**config.mk**
```make
export PLATFORM = sky130hd
export DESIGN_NAME = serial_frame_builder_crc16_unit
export DESIGN_NICKNAME = d
export VERILOG_FILES = /design/src/rtl/sfb_pkg.sv /design/src/rtl/sfb_ctrl.sv /design/src/rtl/sfb_dp.sv /design/src/rtl/serial_frame_builder_crc16_unit.sv
export SDC_FILE = /design/constraint.sdc
export NUM_CORES = 1
export LEC_CHECK = 0
export BUFFER_PORTS_ARGS = -buffer_cell sky130_fd_sc_hd__buf_2
export CAP_MARGIN = 0
export CORE_AREA = 2 2 147 149
export DETAILED_ROUTE_END_ITERATION = 16
export DIE_AREA = 0 0 149 151
export PLACE_DENSITY = 0.63
export SETUP_SLACK_MARGIN = 0.3
export SYNTH_ARGS = -nofsm -noshare
export SYNTH_HDL_FRONTEND = slang
export SYNTH_HIERARCHICAL = 1
export SYNTH_SLANG_ARGS = --single-unit
```
**constraint.sdc**
```tcl
create_clock -name i_clk -period 6.79 [get_ports i_clk]
set_input_delay 2.037 -clock i_clk [delete_from_list [all_inputs] [get_ports i_clk]]
set_output_delay 2.037 -clock i_clk [all_outputs]
set_load 0.03 [all_outputs]
```
**src/rtl/sfb_pkg.sv**
```systemverilog
// ----------------------------------------------------------------------------
// sfb_pkg
// Shared constants, types and byte functions of the serial frame builder.
// ----------------------------------------------------------------------------
package sfb_pkg;

    // Payload size in bytes (1 to 255)
    localparam int PAYLOAD_SIZE = 16;

    // Framing bytes
    localparam logic [7:0] FLAG_BYTE  = 8'h7E;
    localparam logic [7:0] ESC_BYTE   = 8'h7D;
    localparam logic [7:0] ESC_XOR    = 8'h20;
    localparam logic [7:0] NL_CHAR    = 8'h0A;
    localparam logic [7:0] MSG_TYPE_RST = 8'd65;

    // Header length in bytes
    localparam int HDR_LEN = 9;

    // Widths
    localparam int PAY_IDX_W = (PAYLOAD_SIZE > 1) ? $clog2(PAYLOAD_SIZE) : 1;
    localparam int FILL_W    = $clog2(PAYLOAD_SIZE + 1);
    localparam int HDR_IDX_W = $clog2(HDR_LEN);
    localparam int CNT_W     = (FILL_W > HDR_IDX_W) ? FILL_W : HDR_IDX_W;

    localparam logic [CNT_W-1:0] HDR_LAST = CNT_W'(HDR_LEN - 1);
    localparam logic [CNT_W-1:0] PAY_LAST = CNT_W'(PAYLOAD_SIZE - 1);
    localparam logic [FILL_W-1:0] FILL_LAST = FILL_W'(PAYLOAD_SIZE - 1);

    // Source of the next frame byte
    typedef enum logic [2:0] {
        SRC_FLAG,
        SRC_HDR,
        SRC_ESC,
        SRC_PAY,
        SRC_PAY_X,
        SRC_CRC_LO,
        SRC_CRC_HI
    } t_src;

    // Controller to datapath
    typedef struct packed {
        logic             store_wr;
        logic             load;
        t_src             sel;
        logic             frame_end;
        logic             crc_clr;
        logic             crc_upd;
        logic             clr_fill;
        logic [CNT_W-1:0] idx;
    } t_cmd;

    // Datapath to controller
    typedef struct packed {
        logic flush;
        logic pay_esc;
        logic out_free;
    } t_sts;

    // Header byte at a given position
    function automatic logic [7:0] hdr_byte(input logic [CNT_W-1:0] idx,
                                            input logic [7:0] msg_type);
        logic [7:0] b;
        unique case (idx)
            CNT_W'(0): b = 8'h45;
            CNT_W'(2): b = 8'hFF;
            CNT_W'(3): b = 8'hFF;
            CNT_W'(6): b = 8'(PAYLOAD_SIZE);
            CNT_W'(8): b = msg_type;
            default:   b = 8'h00;
        endcase
        return b;
    endfunction

    // One byte step of CRC-16 CCITT (poly 0x1021)
    function automatic logic [15:0] crc_update(input logic [15:0] crc,
                                               input logic [7:0] b);
        logic [15:0] c;
        c = {crc[7:0], crc[15:8]};
        c = c ^ {8'h00, b};
        c = c ^ {12'h000, c[7:4]};
        c = c ^ {c[3:0], 12'h000};
        c = c ^ {3'b000, c[7:0], 5'b00000};
        return c;
    endfunction

endpackage

```
**src/rtl/sfb_ctrl.sv**
```systemverilog
// ----------------------------------------------------------------------------
// sfb_ctrl
// Frame sequencer: accepts characters and walks the frame byte by byte.
// ----------------------------------------------------------------------------
module sfb_ctrl (
    input  logic          i_clk,
    input  logic          i_rst_n,
    input  logic          i_in_valid,
    output logic          o_in_ready,
    input  sfb_pkg::t_sts i_sts,
    output sfb_pkg::t_cmd o_cmd
);

    typedef enum logic [2:0] {
        S_IDLE,
        S_START,
        S_HDR,
        S_PAY,
        S_PAYX,
        S_CRCL,
        S_CRCH,
        S_END
    } t_state;

    t_state                     r_state, n_state;
    logic [sfb_pkg::CNT_W-1:0]  r_idx, n_idx;
    logic                       pay_last;

    assign pay_last = (r_idx == sfb_pkg::PAY_LAST);

    // Next state and commands
    always_comb begin
        n_state          = r_state;
        n_idx            = r_idx;
        o_in_ready       = 1'b0;
        o_cmd.store_wr   = 1'b0;
        o_cmd.load       = 1'b0;
        o_cmd.sel        = sfb_pkg::SRC_FLAG;
        o_cmd.frame_end  = 1'b0;
        o_cmd.crc_clr    = 1'b0;
        o_cmd.crc_upd    = 1'b0;
        o_cmd.clr_fill   = 1'b0;
        o_cmd.idx        = r_idx;
        unique case (r_state)
            S_IDLE: begin
                o_in_ready     = 1'b1;
                o_cmd.store_wr = i_in_valid;
                if (i_in_valid && i_sts.flush) begin
                    n_state = S_START;
                end
            end
            S_START: begin
                if (i_sts.out_free) begin
                    o_cmd.load    = 1'b1;
                    o_cmd.sel     = sfb_pkg::SRC_FLAG;
                    o_cmd.crc_clr = 1'b1;
                    n_idx         = '0;
                    n_state       = S_HDR;
                end
            end
            S_HDR: begin
                if (i_sts.out_free) begin
                    o_cmd.load    = 1'b1;
                    o_cmd.sel     = sfb_pkg::SRC_HDR;
                    o_cmd.crc_upd = 1'b1;
                    if (r_idx == sfb_pkg::HDR_LAST) begin
                        n_idx   = '0;
                        n_state = S_PAY;
                    end else begin
                        n_idx = r_idx + 1'b1;
                    end
                end
            end
            S_PAY: begin
                if (i_sts.out_free) begin
                    o_cmd.load    = 1'b1;
                    o_cmd.crc_upd = 1'b1;
                    if (i_sts.pay_esc) begin
                        o_cmd.sel = sfb_pkg::SRC_ESC;
                        n_state   = S_PAYX;
                    end else begin
                        o_cmd.sel = sfb_pkg::SRC_PAY;
                        if (pay_last) begin
                            n_state = S_CRCL;
                        end else begin
                            n_idx = r_idx + 1'b1;
                        end
                    end
                end
            end
            S_PAYX: begin
                if (i_sts.out_free) begin
                    o_cmd.load = 1'b1;
                    o_cmd.sel  = sfb_pkg::SRC_PAY_X;
                    if (pay_last) begin
                        n_state = S_CRCL;
                    end else begin
                        n_idx   = r_idx + 1'b1;
                        n_state = S_PAY;
                    end
                end
            end
            S_CRCL: begin
                if (i_sts.out_free) begin
                    o_cmd.load = 1'b1;
                    o_cmd.sel  = sfb_pkg::SRC_CRC_LO;
                    n_state    = S_CRCH;
                end
            end
            S_CRCH: begin
                if (i_sts.out_free) begin
                    o_cmd.load = 1'b1;
                    o_cmd.sel  = sfb_pkg::SRC_CRC_HI;
                    n_state    = S_END;
                end
            end
            S_END: begin
                if (i_sts.out_free) begin
                    o_cmd.load      = 1'b1;
                    o_cmd.sel       = sfb_pkg::SRC_FLAG;
                    o_cmd.frame_end = 1'b1;
                    o_cmd.clr_fill  = 1'b1;
                    n_state         = S_IDLE;
                end
            end
            default: begin
                n_state = S_IDLE;
            end
        endcase
    end

    // Hold state and byte index
    always_ff @(posedge i_clk) begin
        if (!i_rst_n) begin
            r_state <= S_IDLE;
            r_idx   <= '0;
        end else begin
            r_state <= n_state;
            r_idx   <= n_idx;
        end
    end

endmodule

```
**src/rtl/sfb_dp.sv**
```systemverilog
// ----------------------------------------------------------------------------
// sfb_dp
// Datapath: payload store, fill, message type, CRC and output registers.
// ----------------------------------------------------------------------------
module sfb_dp (
    input  logic          i_clk,
    input  logic          i_rst_n,
    input  sfb_pkg::t_cmd i_cmd,
    output sfb_pkg::t_sts o_sts,
    input  logic [7:0]    i_char_in,
    input  logic          i_cfg_wr_en,
    input  logic [7:0]    i_cfg_wr_data,
    output logic          o_out_valid,
    input  logic          i_out_ready,
    output logic [7:0]    o_byte_out,
    output logic          o_frame_end
);

    logic [7:0]                 r_store [sfb_pkg::PAYLOAD_SIZE];
    logic [sfb_pkg::FILL_W-1:0] r_fill;
    logic [7:0]                 r_msg_type;
    logic [15:0]                r_crc;
    logic                       r_out_valid;
    logic [7:0]                 r_byte;
    logic                       r_end;

    logic [7:0] pay_byte;
    logic [7:0] hdr;
    logic [7:0] crc_in;
    logic [7:0] n_byte;

    // Stored byte at the frame index, zero past the fill count
    always_comb begin
        if (i_cmd.idx < sfb_pkg::CNT_W'(r_fill)) begin
            pay_byte = r_store[i_cmd.idx[sfb_pkg::PAY_IDX_W-1:0]];
        end else begin
            pay_byte = 8'h00;
        end
    end

    assign hdr    = sfb_pkg::hdr_byte(i_cmd.idx, r_msg_type);
    assign crc_in = (i_cmd.sel == sfb_pkg::SRC_HDR) ? hdr : pay_byte;

    // Status toward the sequencer
    assign o_sts.flush    = (r_fill == sfb_pkg::FILL_LAST) || (i_char_in == sfb_pkg::NL_CHAR);
    assign o_sts.pay_esc  = (pay_byte == sfb_pkg::ESC_BYTE) || (pay_byte == sfb_pkg::FLAG_BYTE);
    assign o_sts.out_free = !r_out_valid || i_out_ready;

    // Select the outgoing word
    always_comb begin
        unique case (i_cmd.sel)
            sfb_pkg::SRC_FLAG:   n_byte = sfb_pkg::FLAG_BYTE;
            sfb_pkg::SRC_HDR:    n_byte = hdr;
            sfb_pkg::SRC_ESC:    n_byte = sfb_pkg::ESC_BYTE;
            sfb_pkg::SRC_PAY:    n_byte = pay_byte;
            sfb_pkg::SRC_PAY_X:  n_byte = pay_byte ^ sfb_pkg::ESC_XOR;
            sfb_pkg::SRC_CRC_LO: n_byte = r_crc[7:0];
            sfb_pkg::SRC_CRC_HI: n_byte = r_crc[15:8];
            default:             n_byte = sfb_pkg::FLAG_BYTE;
        endcase
    end

    // Write the payload store
    always_ff @(posedge i_clk) begin
        if (i_cmd.store_wr) begin
            r_store[r_fill[sfb_pkg::PAY_IDX_W-1:0]] <= i_char_in;
        end
    end

    // Advance or clear the fill count
    always_ff @(posedge i_clk) begin
        if (!i_rst_n) begin
            r_fill <= '0;
        end else if (i_cmd.clr_fill) begin
            r_fill <= '0;
        end else if (i_cmd.store_wr) begin
            r_fill <= r_fill + 1'b1;
        end
    end

    // Hold the message type register
    always_ff @(posedge i_clk) begin
        if (!i_rst_n) begin
            r_msg_type <= sfb_pkg::MSG_TYPE_RST;
        end else if (i_cfg_wr_en) begin
            r_msg_type <= i_cfg_wr_data;
        end
    end

    // Run the CRC over header, payload and padding
    always_ff @(posedge i_clk) begin
        if (i_cmd.crc_clr) begin
            r_crc <= 16'h0000;
        end else if (i_cmd.crc_upd) begin
            r_crc <= sfb_pkg::crc_update(r_crc, crc_in);
        end
    end

    // Output word register
    always_ff @(posedge i_clk) begin
        if (!i_rst_n) begin
            r_out_valid <= 1'b0;
        end else if (i_cmd.load) begin
            r_out_valid <= 1'b1;
        end else if (i_out_ready) begin
            r_out_valid <= 1'b0;
        end
    end

    always_ff @(posedge i_clk) begin
        if (i_cmd.load) begin
            r_byte <= n_byte;
            r_end  <= i_cmd.frame_end;
        end
    end

    assign o_out_valid = r_out_valid;
    assign o_byte_out  = r_byte;
    assign o_frame_end = r_end;

endmodule

```
**src/rtl/serial_frame_builder_crc16_unit.sv**
```systemverilog
// ----------------------------------------------------------------------------
// serial_frame_builder_crc16_unit
// Buffers characters and sends each line, or each full payload, as a CRC-16
// protected, byte-stuffed frame.
//
//   port group   direction  handshake               payload
//   in           input      i_in_valid/o_in_ready   i_char_in
//   out          output     o_out_valid/i_out_ready o_byte_out, o_frame_end
//   cfg          input      i_cfg_wr_en             i_cfg_wr_data
//
// A character that does not close a frame is only stored. A closing one
// starts a flush of 13 + PAYLOAD_SIZE + (escaped bytes) words, one per cycle
// while the sink is ready; the sequencer sets that pace, one word per step.
// Input is held off for the whole flush. A stalled sink holds the sequencer.
// Reset is synchronous; the block takes words in the first cycle after it.
// ----------------------------------------------------------------------------
module serial_frame_builder_crc16_unit (
    input  logic       i_clk,
    input  logic       i_rst_n,
    input  logic       i_in_valid,
    output logic       o_in_ready,
    input  logic [7:0] i_char_in,
    output logic       o_out_valid,
    input  logic       i_out_ready,
    output logic [7:0] o_byte_out,
    output logic       o_frame_end,
    input  logic       i_cfg_wr_en,
    input  logic [7:0] i_cfg_wr_data
);

    sfb_pkg::t_cmd cmd;
    sfb_pkg::t_sts sts;

    // Sequencer
    sfb_ctrl u_ctrl (
        .i_clk      (i_clk),
        .i_rst_n    (i_rst_n),
        .i_in_valid (i_in_valid),
        .o_in_ready (o_in_ready),
        .i_sts      (sts),
        .o_cmd      (cmd)
    );

    // Datapath
    sfb_dp u_dp (
        .i_clk         (i_clk),
        .i_rst_n       (i_rst_n),
        .i_cmd         (cmd),
        .o_sts         (sts),
        .i_char_in     (i_char_in),
        .i_cfg_wr_en   (i_cfg_wr_en),
        .i_cfg_wr_data (i_cfg_wr_data),
        .o_out_valid   (o_out_valid),
        .i_out_ready   (i_out_ready),
        .o_byte_out    (o_byte_out),
        .o_frame_end   (o_frame_end)
    );

`ifndef NO_ASSERTIONS
    // Never load a word over one that is still waiting
    a_load_free: assert property (@(posedge i_clk) disable iff (!i_rst_n)
        cmd.load |-> sts.out_free)
        else $error("word loaded while output register busy");

    // No input taken while a frame is going out
    a_no_accept_in_flush: assert property (@(posedge i_clk) disable iff (!i_rst_n)
        cmd.load |-> !(i_in_valid && o_in_ready))
        else $error("input accepted during flush");

    // Closing word is always the flag
    a_end_is_flag: assert property (@(posedge i_clk) disable iff (!i_rst_n)
        (o_out_valid && o_frame_end) |-> (o_byte_out == sfb_pkg::FLAG_BYTE))
        else $error("frame end on a non-flag word");

    // After the end flag is loaded, the block is ready for input
    a_end_then_ready: assert property (@(posedge i_clk) disable iff (!i_rst_n)
        (cmd.load && cmd.frame_end) |=> o_in_ready)
        else $error("not ready after frame end");
`endif

endmodule
```
# After elaboration in Yosys (flattened, before gate mapping)
# Memory sizes are Yosys's and may differ from the RTL's. A register that Yosys moved wholly into a read port is not among the register bits.
# Cells that the tools add are included.
# word_totals
reg_bits	47
latchBits	0
ram_bits	128
mem_bits_ro	0
inputBits	21
output_inout_bits	11
word_cells	111
mem_count	1
# memory_table
memory	words	width	rd	rd_ports_with_merged_regs	write_ports	line	text
u_dp.r_store	16	8	1	1	1	sfb_dp.sv:19	logic [7:0] r_store [sfb_pkg::PAYLOAD_SIZE];
# classes
addsub	2
multipliers	0
div_mod_pow	0
magnitude_cmp	1
eq_ne	33
shifts	0
mux	46
bitwise_logic	6
reduce_logical	14
# op_table
op	n
$pmux W8 S6	1
$mux W5	8
$mux W3	12
$mux W4	8
$pmux W8 S4	1
$pmux W4 S7	1
$pmux W3 S8	1
$eq A3 B3 Y1 const B	7
$pmux W5 S4	1
$eq A8 B7 Y1 const B	2
$mux W8	2
$ne A2 B2 Y1 const B	8
$xor A16 B13 Y16	1
$xor A16 B16 Y16	1
$xor A16 B4 Y16	1
$xor A16 B8 Y16	1
$eq A5 B4 Y1 const B	3
$eq A3 B2 Y1 const B	4
$mux W1	11
$add A5 B1 Y5 const B	2
$eq A5 B2 Y1 const B	2
$reduce_and A10 Y1	1
$eq A8 B4 Y1 const B	1
$eq A3 B1 Y1 const B	2
other kinds (14)	20

# Logic depth before layout (Yosys ltp)
# Gate-level depths: netlist of run 1.
# depth
word_depth	13
ltp_mapped	19
mapped_depth_nobuf	19

# Cells and area by module
# The synthesis of run 1 kept the hierarchy.
# by_module_without_submodules
module	n_inst	cells_each	area_each_um2	seq_area_each_um2
sfb_dp	1	491	7553.5	4714.5
sfb_ctrl	1	86	679.4	160.2

# Least setup slack after synthesis of run 1
# Ideal clock, no wire load.
# synth_timing
kind	input to register
start	input port i_out_ready
end	register u_dp.r_crc[14]
setup_ns	0.106
arrival_time_ns	4.411
path_slack_ns	2.273
stages	13
path_buffers	2
path_cell_list	nand2b_1 buf_2 nand2_1 nor2_1 buf_2 nor4b_1 nand3b_1 a21oi_1 a31oi_1 xnor2_2 xnor2_2 or4b_1 o311ai_0
# synth_rtl
item	line	text
start, declared	serial_frame_builder_crc16_unit.sv:24	input logic i_out_ready,
end signal, assigned	sfb_dp.sv:95	r_crc <= sfb_pkg::crc_update(r_crc, crc_in);
end, declared	sfb_dp.sv:22	logic [15:0] r_crc;

==> results of run 1 <==
-- placed cells by master, fill, tap and decap left out, types with 13 or more instances in the layout --
master     instances
ha_1              13
mux2i_1           22
inv_1             20
edfxtp_1         137
mux4_2            18
nor2b_1           15
nor2_1            28
a21oi_1           15
xnor2_1           15
clkbuf_16         17
nand2_1           24
dfxtp_1           36
and2_1            20
buf_2             31
-- registers in the layout (all words and copies together) (netlist names) --
signal and cells:
u_dp/r_fill 5, u_dp/r_msg_type 8, u_ctrl/r_state 3, u_dp/o_byte_out 8, u_dp/r_crc 16, u_dp/o_out_valid 1, u_ctrl/r_idx 5, u_dp/r_store 128
u_dp/o_frame_end 1
-- worst paths after layout --
kind,start,to,slack (ns),cells after the start
worst max-delay path,u_ctrl/r_idx[0],u_dp/r_crc[15],1.17,18
worst max register to register,u_ctrl/r_idx[0],u_dp/r_crc[15],1.17,18
worst min-delay path,u_dp/r_msg_type[0],u_dp/r_msg_type[0],0.49,2
worst min register to register,u_dp/r_msg_type[0],u_dp/r_msg_type[0],0.49,2
-- power breakdown --
group          switching [mW]  internal [mW]  leakage [nW]  total [mW]
Clock                   0.417          0.546         0.282       0.964
Sequential             0.0702           1.24          1.54        1.31
Combinational           0.292          0.205          1.16       0.497
Total                   0.779           1.99          2.99        2.77
-- worst max-delay path: cells and delay by family (launching register included) --
kind / cells / cell delay [ns]
simple gates: 7 / 1.89
xor+xnor: 2 / 0.46
buf+inv: 2 / 0.57
mux: 1 / 0.51
compound gates: 6 / 1.10
flops: 1 / 0.96
-- per-layer routing --
layer  part of all wire (%)  vias up
li1                       -     2282
met1                     45     2426
met2                     50      121
met3                    3.7       26
met4                    1.9        0
met5                      0        -
-- layout make-up --
cell class | count | area, um2 | area share, %
clock inverter | 14 | 153 | 1.67
tap | 275 | 344 | 3.77
clock buffer | 17 | 425 | 4.66
timing repair buffer | 40 | 223 | 2.44
multi-input combinational | 348 | 3030 | 33.2
inverter | 21 | 78.8 | 0.863
sequential | 175 | 4880 | 53.4
-- cells by family after synthesis --
logic type / Yosys count / synth area share (%)
flip-flops: 175 / 59.2
AND/OR/NAND/NOR: 162 / 11.6
AO/OA/AOI/OAI: 98 / 8.98
multiplexers: 53 / 11.2
XOR/XNOR: 22 / 2.98
buffers and inverters: 54 / 4.07
adder cells (fa/ha/maj): 13 / 1.98
-- per-stage QoR --
| step | instance area, um2 | worst slack, ns | hold WS, ns |
|---|---|---|---|
| global route | 9130 | 0.798 | 0.521 |
| detailed placement | 8550 | 1.19 | 0.479 |
| CTS | 9130 | 1.19 | 0.492 |
| global placement | 8550 | 1.30 | 0.450 |
| finish | 9130 | 1.17 | 0.490 |
| floorplan | 8230 | 2.27 | 0.431 |
==> results.sh, run 1 <==
export IMPL_final_setup_skew_ns=0.0183
export IMPL_cts_setup_buffers=0
export IMPL_post_route_period_util_pct=82.7
export IMPL_rows=53
export IMPL_root_buffer="clkbuf_16"
export IMPL_synth_common_cells="edfxtp_1, dfxtp_1, nor2_1"
export IMPL_nNetsFinal=637
export IMPL_coreArea_mm2=0.0208
export IMPL_layout_drive_gt1_share_pct=18.2
export IMPL_wl_per_cell_um=19.7
export IMPL_use_met1_pct=21.1
export IMPL_slowest_stage="dfxtp_2"
export IMPL_ys_seq_area_share_pct=59.2
export IMPL_cts_sinks=175
export IMPL_grt_pass1_wl_um=27500
export IMPL_arrival_ns=5.93
export IMPL_synth_cell_type_count=73
export IMPL_ir_worst_vdd_v=0.000160
export IMPL_critPathMaxFanout=33
export IMPL_initial_core_util_pct=39.5
export IMPL_ctsResizeCount=0
export IMPL_utilization_pct=43.8
export IMPL_viasPerCell=5.46
export IMPL_remaining_drc_errors=0
export IMPL_synth_top_area_share_pct=50.0
export IMPL_worstPathRequired_ns=7.10
export IMPL_antenna_found_initial=0
export IMPL_place_gp_congestion=0.826
export IMPL_critPathKind="register to register"
export IMPL_dr_pass1_iters=4
export IMPL_outcome="finished clean"
export IMPL_avgSynthCellArea_um2=14.3
export IMPL_crit_path_end_kind="register"
export IMPL_num_io_pins=32
export IMPL_relSlewSlack_pct=36.2
export IMPL_postCtsHoldBufs=0
export IMPL_ys_flop_type="edfxtp_1"
export IMPL_power_density_mw_per_mm2=303
export IMPL_drt_total_wl_um=17500
export IMPL_fillers=1879
export IMPL_async_flop_share_pct=0
export IMPL_cpPeakStageDelay_ns=0.96
export IMPL_vias=4855
export IMPL_cts_buffers_inserted=17
export IMPL_stdcell_count=890
export IMPL_portBuffers=31
export IMPL_grt_util_met3_pct=3.07
export IMPL_h_tree_depth=4
export IMPL_antenna_left=0
export IMPL_dieArea_mm2=0.0225
export IMPL_grt_pass1_vias=4890
export IMPL_hp_class="register to register"
export IMPL_rsz0062_at_grt="no"
export IMPL_cap_violations=0
export IMPL_synth_edf_count=137
export IMPL_die_w_um=149
export IMPL_hold_viol=0
export IMPL_setup_tns_ns=0
export IMPL_clock_fmax_mhz=178
export IMPL_die_y_um=151
export IMPL_netlist_area_mm2=0.00823
export IMPL_crit_path_start_kind="register"
export IMPL_syn_to_final_growth_pct=10.9
export IMPL_synthTopCellsByArea="edfxtp_1, dfxtp_1, mux4_2"
export IMPL_crit_chain="buf_4, mux4_2, nor2b_1, o22a_4, nand4_1, nor4_1, a21oi_1, a31oi_1, nor2b_1, buf_4, nor4b_1, nand2b_1, a21oi_1, a31oi_1, xnor2_2, xnor2_1, or4b_1, o311ai_0"
export IMPL_yosys_area_top_type="edfxtp_1"
export IMPL_ys_warn_count=6
export IMPL_syn_nets=611
export IMPL_cts_tree="built"
export IMPL_dp_cells=859
export IMPL_antenna_cells=0
export IMPL_drt_iter0_drc=394
export IMPL_maxSlewViolCount=0
export IMPL_grt_max_degree=36
export IMPL_worst_pin_slew_ns=0.957
export IMPL_yosysMostFrequentCell="edfxtp_1"
export IMPL_power_mw=2.77
export IMPL_clk_latency_ns=0.43
export IMPL_synth_cells=577
export IMPL_setup_viol=0
export IMPL_hpwl_um=11800
export IMPL_grtUsageMet2_pct=27.1
export IMPL_grt_busiest_layer="met2"
export IMPL_p_leak_nw=2.99
export IMPL_grt_overflow=0
export IMPL_cts_clk_slew_worst_paths_ns=0.06
export IMPL_synth_seq_cells=175
export IMPL_gr_usage_all_layers_pct=16.3
export IMPL_min_period_ns=5.62
export IMPL_clock_path_buffers=2
(Power assumes the default switching activity.)
==> run 2, diff against run 1 <==
- clock period: 6.79 -> 5.8 ns (I/O delays scaled with it)
==> run 2 against run 1 <==
Net effect: die area unchanged; first-iteration DRC count down 21%; worst setup slack worse by 0.45 ns; critical endpoint unchanged.
==> results.sh, run 2 (same netlist as run 1, synthesis figures left out) <==
export IMPL_outcome="finished clean"
export IMPL_p_leak_nw=3.00
export IMPL_h_tree_depth=4
export IMPL_layout_drive_gt1_share_pct=18.8
export IMPL_mostFrequentLayoutCells="edfxtp_1, dfxtp_1, buf_2"
export IMPL_setup_viol=0
export IMPL_vias=4922
export IMPL_arrival_ns=5.36
export IMPL_r2r_slack_ns=0.73
export IMPL_num_io_pins=32
export IMPL_cpPeakStageDelay_ns=0.79
export IMPL_syn_to_final_growth_pct=11.3
export IMPL_hp_class="register to register"
export IMPL_hold_viol=0
export IMPL_die_y_um=151
export IMPL_critPathKind="register to register"
export IMPL_clk_latency_ns=0.42
export IMPL_portBuffers=31
export IMPL_dr_pass1_iters=5
export IMPL_final_setup_skew_ns=0.0103
export IMPL_initial_core_util_pct=39.5
export IMPL_drt_total_wl_um=17200
export IMPL_maxSlewViolCount=0
export IMPL_critPathMaxFanout=19
export IMPL_crit_chain="buf_4, mux4_2, mux2i_1, mux2i_1, xnor2_1, nor4_2, a21oi_1, a31oi_1, nor2b_1, buf_4, nor3b_1, nor3_2, a31oi_1, xnor2_2, xnor2_1, or4b_1, o311ai_0"
export IMPL_rows=53
export IMPL_drt_iter0_drc=313
export IMPL_rr_worst_depth=17
export IMPL_rsz0062_at_grt="no"
export IMPL_grt_overflow=0
export IMPL_cts_tree="built"
export IMPL_dieArea_mm2=0.0225
export IMPL_grt_pass1_wl_um=27000
export IMPL_worst_pin_slew_ns=0.726
export IMPL_min_period_ns=5.07
export IMPL_cts_buffers_inserted=17
export IMPL_endpoint="u_dp/r_crc[15]"
export IMPL_grt_max_degree=30
export IMPL_viasPerCell=5.51
export IMPL_antenna_cells=0
export IMPL_cts_setup_buffers=0
export IMPL_die_w_um=149
export IMPL_crit_path_start_kind="register"
export IMPL_wl_per_cell_um=19.3
export IMPL_cts_sinks=175
export IMPL_timing_rr_end="u_dp/r_crc[15]"
export IMPL_cap_violations=0
export IMPL_largest_reg_flops=128
export IMPL_power_density_mw_per_mm2=353
export IMPL_antenna_left=0
export IMPL_cts_clk_slew_worst_paths_ns=0.07
export IMPL_regArea_mm2=0.00488
export IMPL_critPathTopFamily="simple AND/OR/NAND/NOR gates"
export IMPL_relSlewSlack_pct=51.5
export IMPL_fillers=1883
export IMPL_clock_fmax_mhz=197
export IMPL_nNetsFinal=640
export IMPL_post_route_period_util_pct=87.5
export IMPL_clock_path_buffers=2
export IMPL_timing_hold_ws_ns=0.471
export IMPL_ir_worst_vdd_v=0.000169
export IMPL_multiInputGateArea_mm2=0.00303
export IMPL_crit_buf_inv=2
export IMPL_slowest_stage="dfxtp_1"
export IMPL_remaining_drc_errors=0
export IMPL_root_buffer="clkbuf_16"
export IMPL_reg2reg_from="u_ctrl/r_idx[2]"
export IMPL_critPathLaunch="u_ctrl/r_idx[2]"
export IMPL_coreArea_mm2=0.0208
export IMPL_gr_usage_all_layers_pct=16.0
export IMPL_hpwl_um=11900
export IMPL_grt_pass1_vias=4796
export IMPL_place_gp_congestion=0.860
export IMPL_crit_cells=17
export IMPL_layout_commonest_cell="edfxtp_1"
export IMPL_antenna_found_initial=0
export IMPL_setup_tns_ns=0
export IMPL_worstPathRequired_ns=6.09
export IMPL_crit_path_end_kind="register"
==> run 2: worst min-delay path, delay by kind of cell (launching register included) <==
family	cells	cell delay (ns)
AND/OR/NAND/NOR	1	0.06
flip-flops	1	0.32
multiplexers	1	0.06
==> run 2: what timing repair did <==
item / 4_1_cts / 5_1_grt
setup endpoints to repair: 0 / 7
gates resized for setup: 0 / 3
endpoints found under the hold margin: 0 / 0
hold buffers: 0 / 0
==> run 2: area by class of cell <==
cell class	count	share of cell area (%)
Timing Repair Buffer	43	2.68
Multi-Input combinational cell	348	33.1
Clock buffer	17	4.64
Tap cell	275	3.75
Sequential cell	175	53.3
Inverter	21	0.860
Clock inverter	14	1.69
==> run 2: how the worst min path moves through the flow <==
stage,from,end,cells after the start
CTS,u_dp/r_msg_type[0],u_dp/r_msg_type[0],2
global route,u_dp/r_msg_type[0],u_dp/r_msg_type[0],2
global placement,u_dp/r_msg_type[0],u_dp/r_msg_type[0],2
detailed placement,u_dp/r_msg_type[0],u_dp/r_msg_type[0],2
floorplan,u_dp/r_msg_type[0],u_dp/r_msg_type[0],2
finish,u_dp/r_msg_type[0],u_dp/r_msg_type[0],2
==> run 2: through the flow <==
stage | utilization [%] | power [mW] | instance area [um2] | setup WS, ns | cells
3_3_place_gp | 41.2 | 2.13 | 8570 | 0.607 | 862
6_report | 44.0 | 3.24 | 9170 | 0.727 | 893
4_1_cts | 44.0 | 3.26 | 9150 | 0.394 | 893
3_5_place_dp | 41.2 | 2.14 | 8570 | 0.419 | 862
5_1_grt | 44.0 | 3.38 | 9170 | 0.421 | 893
2_1_floorplan | - | 1.99 | 8230 | 1.52 | 577
==> run 2: per-layer routing <==
metal / wire [um] / up-vias / global-route usage [%] / share of wire [%]
met5: 0 / - / 0 / 0
met2: 8530 / 168 / 26.5 / 50
met4: 320 / 0 / 5.33 / 1.9
li1: - / 2289 / - / -
met1: 7440 / 2444 / 20.6 / 43
met3: 931 / 21 / 4.34 / 5.4
==> run 2: where the power goes <==
group	internal (mW)	switching, mW
logic	0.241	0.353
clock network	0.641	0.477
registers	1.45	0.0792
